[config.mk]
export PLATFORM = sky130hd
export DESIGN_NAME = bpr_regs
export DESIGN_NICKNAME = d
export VERILOG_FILES = /design/src/sv/bpr_pkg.sv /design/src/sv/bpr_regs.sv
export SDC_FILE = /design/constraint.sdc
export NUM_CORES = 1
export LEC_CHECK = 0
export BUFFER_PORTS_ARGS = -buffer_cell sky130_fd_sc_hd__buf_2
export CAP_MARGIN = 20
export CORE_MARGIN = 2
export CORE_UTILIZATION = 35
export DETAILED_ROUTE_END_ITERATION = 16
export MAX_ROUTING_LAYER = met4
export PLACE_DENSITY = 0.61
export SETUP_SLACK_MARGIN = 0.2
export SLEW_MARGIN = 20
export SYNTH_ARGS = -nofsm -noshare
export SYNTH_HDL_FRONTEND = slang
export SYNTH_SLANG_ARGS = --single-unit
[constraint.sdc]
create_clock -name clk -period 3.3 [get_ports clk]
set_input_delay 0.165 -clock clk [delete_from_list [all_inputs] [get_ports clk]]
set_output_delay 0.165 -clock clk [all_outputs]
set_load 0.02 [all_outputs]
[src/sv/bpr_pkg.sv]
package bpr_pkg;

  localparam int MAX_WIDTH_DEF     = 16384;
  localparam int MAX_HEIGHT_DEF    = 16384;
  localparam int PALETTE_DEPTH_DEF = 256;

  localparam int CFG_AW = 5;
  localparam int CFG_DW = 32;

  localparam logic [2:0] REG_FORMAT     = 3'd0;
  localparam logic [2:0] REG_WIDTH      = 3'd1;
  localparam logic [2:0] REG_HEIGHT     = 3'd2;
  localparam logic [2:0] REG_RED_MASK   = 3'd3;
  localparam logic [2:0] REG_GREEN_MASK = 3'd4;
  localparam logic [2:0] REG_BLUE_MASK  = 3'd5;

  localparam logic [2:0]  FMT_1BPP   = 3'd0;
  localparam logic [2:0]  FMT_4BPP   = 3'd1;
  localparam logic [2:0]  FMT_8BPP   = 3'd2;
  localparam logic [2:0]  FMT_BGR24  = 3'd3;
  localparam logic [2:0]  FMT_MASK32 = 3'd4;

  localparam logic [2:0]  FORMAT_RST     = FMT_BGR24;
  localparam logic [14:0] WIDTH_RST      = 15'd1;
  localparam logic [14:0] HEIGHT_RST     = 15'd1;
  localparam logic [31:0] RED_MASK_RST   = 32'h00FF_0000;
  localparam logic [31:0] GREEN_MASK_RST = 32'h0000_FF00;
  localparam logic [31:0] BLUE_MASK_RST  = 32'h0000_00FF;

  localparam logic ACT_PIXEL   = 1'b0;
  localparam logic ACT_PALETTE = 1'b1;

  typedef enum logic [1:0] {
    PIX_PAL,
    PIX_BGR,
    PIX_MASK
  } pix_kind_t;

  typedef struct packed {
    logic [2:0]  pixel_format;
    logic [14:0] image_width;
    logic [14:0] image_height;
    logic [31:0] red_mask;
    logic [31:0] green_mask;
    logic [31:0] blue_mask;
    logic [31:0] alpha_mask;
    logic [4:0]  red_shift;
    logic [4:0]  green_shift;
    logic [4:0]  blue_shift;
    logic [4:0]  alpha_shift;
    logic        mask_err;
  } cfg_t;

  typedef struct packed {
    logic       action;
    logic [7:0] data_byte;
    logic [7:0] palette_index;
    logic [7:0] palette_red;
    logic [7:0] palette_green;
    logic [7:0] palette_blue;
  } in_item_t;

  typedef struct packed {
    pix_kind_t   kind;
    logic        pal_ok;
    logic [31:0] word;
    logic [13:0] column;
    logic [13:0] row;
    logic        last_run;
    logic        last_img;
  } pix_t;

  // position of the lowest set bit, zero for an empty mask
  function automatic logic [4:0] low_bit(input logic [31:0] m);
    logic [31:0] iso;
    logic [4:0]  res;
    iso = m & (~m + 32'd1);
    res = '0;
    for (int i = 0; i < 32; i++) begin
      if (iso[i]) begin
        res = res | 5'(i);
      end
    end
    return res;
  endfunction

endpackage

[src/sv/bpr_regs.sv]
module bpr_regs (
  input  logic                        clk,
  input  logic                        rst_n,
  input  logic                        psel,
  input  logic                        penable,
  input  logic                        pwrite,
  input  logic [bpr_pkg::CFG_AW-1:0]  paddr,
  input  logic [bpr_pkg::CFG_DW-1:0]  pwdata,
  output logic [bpr_pkg::CFG_DW-1:0]  prdata,
  output logic                        pready,
  output bpr_pkg::cfg_t               cfg
);

  logic [2:0]  format_r;
  logic [14:0] width_r;
  logic [14:0] height_r;
  logic [31:0] red_mask_r;
  logic [31:0] green_mask_r;
  logic [31:0] blue_mask_r;
  logic [31:0] alpha_mask_r;
  logic [4:0]  red_shift_r;
  logic [4:0]  green_shift_r;
  logic [4:0]  blue_shift_r;
  logic [4:0]  alpha_shift_r;
  logic        mask_err_r;
  logic [31:0] alpha_mask_nxt;
  logic        wr;
  logic [2:0]  idx;

  assign pready = 1'b1;
  assign wr     = psel & penable & pwrite;
  assign idx    = paddr[4:2];

  always_ff @(posedge clk) begin
    if (!rst_n) begin
      format_r     <= bpr_pkg::FORMAT_RST;
      width_r      <= bpr_pkg::WIDTH_RST;
      height_r     <= bpr_pkg::HEIGHT_RST;
      red_mask_r   <= bpr_pkg::RED_MASK_RST;
      green_mask_r <= bpr_pkg::GREEN_MASK_RST;
      blue_mask_r  <= bpr_pkg::BLUE_MASK_RST;
    end else if (wr) begin
      unique case (idx)
        bpr_pkg::REG_FORMAT:     format_r     <= pwdata[2:0];
        bpr_pkg::REG_WIDTH:      width_r      <= pwdata[14:0];
        bpr_pkg::REG_HEIGHT:     height_r     <= pwdata[14:0];
        bpr_pkg::REG_RED_MASK:   red_mask_r   <= pwdata;
        bpr_pkg::REG_GREEN_MASK: green_mask_r <= pwdata;
        bpr_pkg::REG_BLUE_MASK:  blue_mask_r  <= pwdata;
        default: ;
      endcase
    end
  end

  // mask decode is derived state, refreshed every cycle
  assign alpha_mask_nxt = ~(red_mask_r | green_mask_r | blue_mask_r);

  always_ff @(posedge clk) begin
    alpha_mask_r  <= alpha_mask_nxt;
    red_shift_r   <= bpr_pkg::low_bit(red_mask_r);
    green_shift_r <= bpr_pkg::low_bit(green_mask_r);
    blue_shift_r  <= bpr_pkg::low_bit(blue_mask_r);
    alpha_shift_r <= bpr_pkg::low_bit(alpha_mask_nxt);
    mask_err_r    <= (red_mask_r == '0) || (green_mask_r == '0) ||
                     (blue_mask_r == '0) || (alpha_mask_nxt == '0);
  end

  always_comb begin
    unique case (idx)
      bpr_pkg::REG_FORMAT:     prdata = 32'(format_r);
      bpr_pkg::REG_WIDTH:      prdata = 32'(width_r);
      bpr_pkg::REG_HEIGHT:     prdata = 32'(height_r);
      bpr_pkg::REG_RED_MASK:   prdata = red_mask_r;
      bpr_pkg::REG_GREEN_MASK: prdata = green_mask_r;
      bpr_pkg::REG_BLUE_MASK:  prdata = blue_mask_r;
      default:                 prdata = '0;
    endcase
  end

  always_comb begin
    cfg.pixel_format = format_r;
    cfg.image_width  = width_r;
    cfg.image_height = height_r;
    cfg.red_mask     = red_mask_r;
    cfg.green_mask   = green_mask_r;
    cfg.blue_mask    = blue_mask_r;
    cfg.alpha_mask   = alpha_mask_r;
    cfg.red_shift    = red_shift_r;
    cfg.green_shift  = green_shift_r;
    cfg.blue_shift   = blue_shift_r;
    cfg.alpha_shift  = alpha_shift_r;
    cfg.mask_err     = mask_err_r;
  end

endmodule

=== After elaboration in Yosys (flattened, before gate mapping) ===
Cells that the tools add are included.

* Add/subtract/negate cells: 4
* Equal/unequal tests: 12
* Multiplexer cells: 129
* Bitwise logic cells: 13
* Reduce and logical (&&, ||, !) cells: 30

{| class="wikitable"
|+ Operators by type and width
! cell !! number
|-
| 2-to-1 mux 32 bit || 9
|-
| one-hot mux 32 bit (6 select lines) || 1
|-
| inverter 32 bit || 5
|-
| 2-to-1 mux 5 bit || 28
|-
| adder 32 x 1 -> 32 bit (second input constant) || 4
|-
| AND 32 bit || 4
|-
| zero test 32 bit || 4
|-
| 2-to-1 mux 4 bit || 32
|-
| 2-to-1 mux 15 bit || 6
|-
| 2-to-1 mux 3 bit || 27
|-
| OR 32 bit || 2
|-
| OR reduction 16 bit || 4
|-
| 2-to-1 mux 2 bit || 16
|-
| OR reduction 8 bit || 4
|-
| OR reduction 4 bit || 4
|-
| != test 2 x 1 -> 1 bit (second input constant) || 7
|-
| AND reduction 2 bit || 6
|-
| 2-to-1 mux 1 bit || 10
|-
| OR reduction 2 bit || 4
|-
| equality test 3 x 2 -> 1 bit (second input constant) || 2
|-
| equality test 3 bit (second input constant) || 2
|-
| equality test 3 x 1 -> 1 bit (second input constant) || 1
|-
| zero test 3 bit || 1
|-
| logical OR 1 bit || 3
|-
| AND 1 bit || 2
|}

* Register bits after elaboration: 182
* Input port bits: 42
* Output and inout bits: 215
* Word-level logic and storage cells: 216

=== Depth between registers and ports, before layout ===
* Word-level depth: 32
* Mapped depth: 7
* Depth with buffers taken out: 7

=== Least setup slack after synthesis ===
No wires, ideal clock.

* Kind: reg-to-reg
* From: reg blue_mask_r[0]
* To: reg blue_shift_r[0]
* Setup time: 95 ps
* Data arrival time: 2,162 ps
* Required time: 3,205 ps
* Path slack: 1,042 ps
* Stages on the path, launching flop included: 7
* Path buffers: 0
* Period minus slack after synthesis: 2,258 ps
* Cell sequence: dfxtp_1 -> or4_1 -> nand2b_4 -> or4_4 -> or2_4 -> o32a_1 -> o311ai_1

* Cells in the longest elaborated chain, start to end: 29

{| class="wikitable"
|+ RTL lines
! element !! line !! RTL
|-
| from (decl) || bpr_regs.sv:19 || <nowiki>logic [31:0] blue_mask_r;</nowiki>
|-
| from (signal assigned) || bpr_regs.sv:41 || <nowiki>blue_mask_r <= bpr_pkg::BLUE_MASK_RST;</nowiki>
|-
| from (signal assigned) || bpr_regs.sv:49 || <nowiki>bpr_pkg::REG_BLUE_MASK: blue_mask_r <= pwdata;</nowiki>
|-
| inverter 32 bit * || bpr_pkg.sv:77 || <nowiki>iso = m & (~m + 32'd1);</nowiki>
|-
| adder 32 x 1 -> 32 bit * || bpr_pkg.sv:77 ||
|-
| AND 32 bit * || bpr_pkg.sv:77 ||
|-
| 2-to-1 mux 1 bit || bpr_pkg.sv:80 || <nowiki>if (iso[i]) begin</nowiki>
|-
| 2-to-1 mux 2 bit (2 in a row) || bpr_pkg.sv:80 ||
|-
| 2-to-1 mux 3 bit (4 in a row) || bpr_pkg.sv:80 ||
|-
| 2-to-1 mux 4 bit (8 in a row) || bpr_pkg.sv:80 ||
|-
| 2-to-1 mux 1 bit || bpr_pkg.sv:80 ||
|-
| 2-to-1 mux 2 bit (2 in a row) || bpr_pkg.sv:80 ||
|-
| 2-to-1 mux 3 bit (4 in a row) || bpr_pkg.sv:80 ||
|-
| 2-to-1 mux 1 bit || bpr_pkg.sv:80 ||
|-
| 2-to-1 mux 2 bit (2 in a row) || bpr_pkg.sv:80 ||
|-
| 2-to-1 mux 1 bit || bpr_pkg.sv:80 ||
|-
| to (signal assigned) || bpr_regs.sv:62 || <nowiki>blue_shift_r <= bpr_pkg::low_bit(blue_mask_r);</nowiki>
|-
| to (decl) || bpr_regs.sv:23 || <nowiki>logic [4:0] blue_shift_r;</nowiki>
|}

Mark *: on every way between the ends. The rest lies on a longest branch, timed or not.
A chain may end at the register's enable or synchronous reset.

=== Worst setup path in the final report ===
* From: reg red_mask_r[4]
* To: reg alpha_shift_r[3]

* Cells in the longest elaborated chain, start to end: 14

{| class="wikitable"
|+ RTL lines
! element !! line !! RTL
|-
| from (decl) || bpr_regs.sv:17 || <nowiki>logic [31:0] red_mask_r;</nowiki>
|-
| from (signal assigned) || bpr_regs.sv:39 || <nowiki>red_mask_r <= bpr_pkg::RED_MASK_RST;</nowiki>
|-
| from (signal assigned) || bpr_regs.sv:47 || <nowiki>bpr_pkg::REG_RED_MASK: red_mask_r <= pwdata;</nowiki>
|-
| OR 32 bit * (2 in a row) || bpr_regs.sv:56 || <nowiki>assign alpha_mask_nxt = ~(red_mask_r | green_mask_r | blue_mask_r);</nowiki>
|-
| inverter 32 bit * || bpr_regs.sv:56 ||
|-
| named net alpha_mask_nxt[4] || bpr_regs.sv:26 || <nowiki>logic [31:0] alpha_mask_nxt;</nowiki>
|-
| inverter 32 bit * || bpr_pkg.sv:77 ||
|-
| adder 32 x 1 -> 32 bit * || bpr_pkg.sv:77 ||
|-
| AND 32 bit * || bpr_pkg.sv:77 ||
|-
| 2-to-1 mux 4 bit (8 in a row) || bpr_pkg.sv:80 ||
|-
| to (signal assigned) || bpr_regs.sv:63 || <nowiki>alpha_shift_r <= bpr_pkg::low_bit(alpha_mask_nxt);</nowiki>
|-
| to (decl) || bpr_regs.sv:24 || <nowiki>logic [4:0] alpha_shift_r;</nowiki>
|}

The timed path passes the listed nets; every way through them passes the cells marked *.

==> run_results.csv <==
group,metric,value,unit
global_routing,grt_max_degree,130,
synth,synthArstFlopShare,0,%
final_layout,diodes,0,
floorplan,ioPinCount,257,
global_routing,antenna_found_initial,1,
global_routing,overflow,0,
synth,synth_nets,1127,
global_routing,grt_pass1_vias,8305,
global_routing,met3_usage,4.44,%
power_and_ir_drop,ir_worst_vdd,0.000281,V
synth,synth_edf_count,0,
power_and_ir_drop,powerDensity,437,nW/um^2
power_and_ir_drop,p_total,4740,uW
place,place.gp.congestion,0.926,
global_routing,grtUsageMet2,39.5,%
floorplan,die_area,25600,sq um
place,placed_cells,1621,
power_and_ir_drop,switching_share,27.7,%
sta,finalHoldViolCount,0,
synth,synth-seq-cells,182,
sta,fmax,386,MHz
synth,seq_area_frac_synth,42.7,%
routing,firstDrtPassIters,5,
critical_path,crit_path_cell_trace,"or3_1 -> inv_1 -> nor4_1 -> nand3_1 -> nor2_1 -> o211ai_1 -> o21ai_0",
power_and_ir_drop,p_sw,1310,uW
critical_path,critical_path_class,"flip-flop to flip-flop",
critical_path,crit_buf_inv,1,
synth,ys.flop_type,"dfxtp_1",
sta,clock_skew,0.00963,ns
final_layout,drive_gt1_share,25.0,%
final_layout,final_nets,1371,
floorplan,die_h,160,microns
clock_network,cts_htree_levels,4,
routing,vias,9137,
routing,drc,0,
floorplan,initial_utilization,35.4,%
sta,worstMarginPinSlew,0.878,ns
final_layout,fill_cells,2442,
critical_path,cpPeakStageDelay,0.54,ns
final_layout,stdcell_count,1666,
clock_network,numCtsBuffers,17,
min_path,hold_path.class,"primary input to flip-flop",
place,io_buffer_count,253,
routing,finalWirelength,34000,microns
critical_path,cp_data_arrival_time,2.95,ns
clock_network,cts_buffer_depth,2,
synth,synth_most_common_cell,"nand2_1",
critical_path,crit_family,"simple AND/OR/NAND/NOR gates",
global_routing,grt_use_met1,36.4,%
sta,period_share,78.6,%
routing,ant_nets,0,
status,status,"finished, final reports clean",
critical_path,cp.required,3.66,ns
clock_network,cts_tree,"done",
place,hpwl,24600,microns
synth,synth_area,8530,sq um
routing,wl_per_cell,20.4,microns
power_and_ir_drop,seq_power_share,47.8,%
synth,synthTopCellsByCount,"nand2_1 (295), dfxtp_1 (182), a21boi_0 (104)",
floorplan,die_w,160,microns
final_layout,area_growth,27.2,%
global_routing,grt_usage,26.3,%
critical_path,critPathMaxFanout,7,
global_routing,grt_pass1_wl,50700,microns
critical_path,startpoint_type,"flip-flop",
synth,yosys_warnings,0,
synth,postSynthAreaPerCell,7.86,sq um
critical_path,slowest_stage,"nor4_1",
synth,yosysTopAreaCell,"dfxtp_1",
synth,synth_top_cell_area_share,42.7,%
clock_network,clock_latency,0.44,ns
clock_network,numClockSinks,182,
run,maxCapViolations,0,
clock_network,clkTransAtPathRegs,0.08,ns
clock_network,cts_setup_buffers,0,
global_routing,globalRoute.busiestLayer,"met2",
power_and_ir_drop,p_int,3430,uW
synth,synthCells,1085,
power_and_ir_drop,p_comb_share,9.1,%
clock_network,cts_resized,0,
sta,fin_crit,2.59,ns
critical_path,crit_path_end_kind,"flip-flop",
sta,setup_viol,0,
clock_network,clock-root-buffer,"clkbuf_16",
floorplan,core.rowCount,57,
sta,drv_slew,0,
synth,ys_types,56,
power_and_ir_drop,p_clk_share,43.1,%
power_and_ir_drop,leakagePower,0.00466,uW
routing,routed_via_density,5.48,
sta,rsz0062_at_grt,"false",
sta,max_slew_margin,41.5,%
synth,synth_area_leaders,"dfxtp_1 (43%), nand2_1 (13%), a21boi_0 (9.2%)",
sta,setup-tns-final,0,ns
routing,drt_iter0_markers,840,
floorplan,core-area,24100,sq um
[kinds of logic after synthesis]
family	share of synthesized area, %
buf+inv	3.77
simple gates	27.6
other cells	0.0440
flops	42.7
compound gates	20.1
mux	5.74
[worst paths after layout]
check | from | to | slack (ns) | cells past startpoint
worst max-delay path | red_mask_r[4]$_SDFFE_PN0P_ | alpha_shift_r[3]$_SDFF_PP1_ | 0.71 | 7
worst min-delay path | pwdata[27] | blue_mask_r[27]$_SDFFE_PN0P_ | 0.005 | 3
worst min register to register | height_r[14]$_SDFFE_PN0P_ | height_r[14]$_SDFFE_PN0P_ | 0.49 | 2
worst max register to register | red_mask_r[4]$_SDFFE_PN0P_ | alpha_shift_r[3]$_SDFF_PP1_ | 0.71 | 7
[through the flow]
stage,worst slack (ns),instance area [sq um],util (%),hold WS [ns]
final,0.707,10800,45.0,0.00490
after global routing,0.506,10800,45.0,0.00652
after CTS,0.819,10800,45.0,0.00213
after detailed placement,0.771,10100,42.0,0.411
after global placement,0.793,10100,42.0,0.412
after floorplan,1.04,8530,-,0.289
[worst reg2reg max path: cells and delay by family (launching register included)]
kind,cells,cell delay (ns)
AND/OR/NAND/NOR,4,1.50
flip-flops,1,0.51
AO/OA/AOI/OAI,2,0.38
buffers and inverters,1,0.11
[cell type report]
class	count	area (sq um)	share of cell area (%)
Clock buffer	19	453	4.18
Clock inverter	13	136	1.26
Multi-Input combinational cell	820	4570	42.1
Timing Repair Buffer	284	1550	14.3
Sequential cell	182	3640	33.6
Inverter	24	90.1	0.830
Tap cell	324	405	3.74
[flip-flops by register name (all words and copies together), names as in the netlist]
register,count
red_shift_r,5
alpha_shift_r,5
red_mask_r,32
alpha_mask_r,32
mask_err_r,1
blue_mask_r,32
format_r,3
height_r,15
blue_shift_r,5
green_shift_r,5
green_mask_r,32
width_r,15
[timing repair]
action	CTS	global route
hold buffers	13	0
hold endpoints to repair	21	0
setup endpoints to repair	0	0
[per-layer routing]
metal	routed length (microns)	part of all wire [%]
met1	15300	45
met2	15100	44
met3	2810	8.3
met4	799	2.4
met5	0	0
[power groups by stage]
stage / Combinational, uW / Sequential [uW] / Clock (uW)
final: 432 / 2260 / 2050
after global placement: 410 / 2320 / 0
after CTS: 427 / 2260 / 2060
after global routing: 460 / 2270 / 2150
after floorplan: 204 / 2350 / 0
after detailed placement: 412 / 2320 / 0
[cell usage in the layout (no fill, tap or decap), types with 6 or more instances in the layout]
| cell | Yosys | final |
|---|---|---|
| a21boi_0 | 104 | 104 |
| a21oi_1 | 32 | 32 |
| a22oi_1 | 15 | 15 |
| buf_2 | 2 | 253 |
| buf_4 | 2 | 16 |
| clkbuf_16 | 0 | 17 |
| dfxtp_1 | 182 | 182 |
| dlygate4sd3_1 | 0 | 13 |
| inv_1 | 24 | 24 |
| mux2_2 | 15 | 15 |
| mux2i_1 | 32 | 32 |
| nand2_1 | 295 | 295 |
| nand2b_1 | 9 | 9 |
| nand3_1 | 35 | 35 |
| nor2_1 | 67 | 65 |
| nor3_1 | 51 | 50 |
| nor4_1 | 17 | 17 |
| o211ai_1 | 7 | 7 |
| o21ai_0 | 27 | 27 |
| o21bai_1 | 7 | 7 |
| o22ai_1 | 18 | 18 |
| o32ai_1 | 6 | 6 |
| or2_2 | 6 | 6 |
| or3_1 | 7 | 7 |
| or4_1 | 7 | 7 |
No activity file was read; power rests on OpenSTA's default activity.
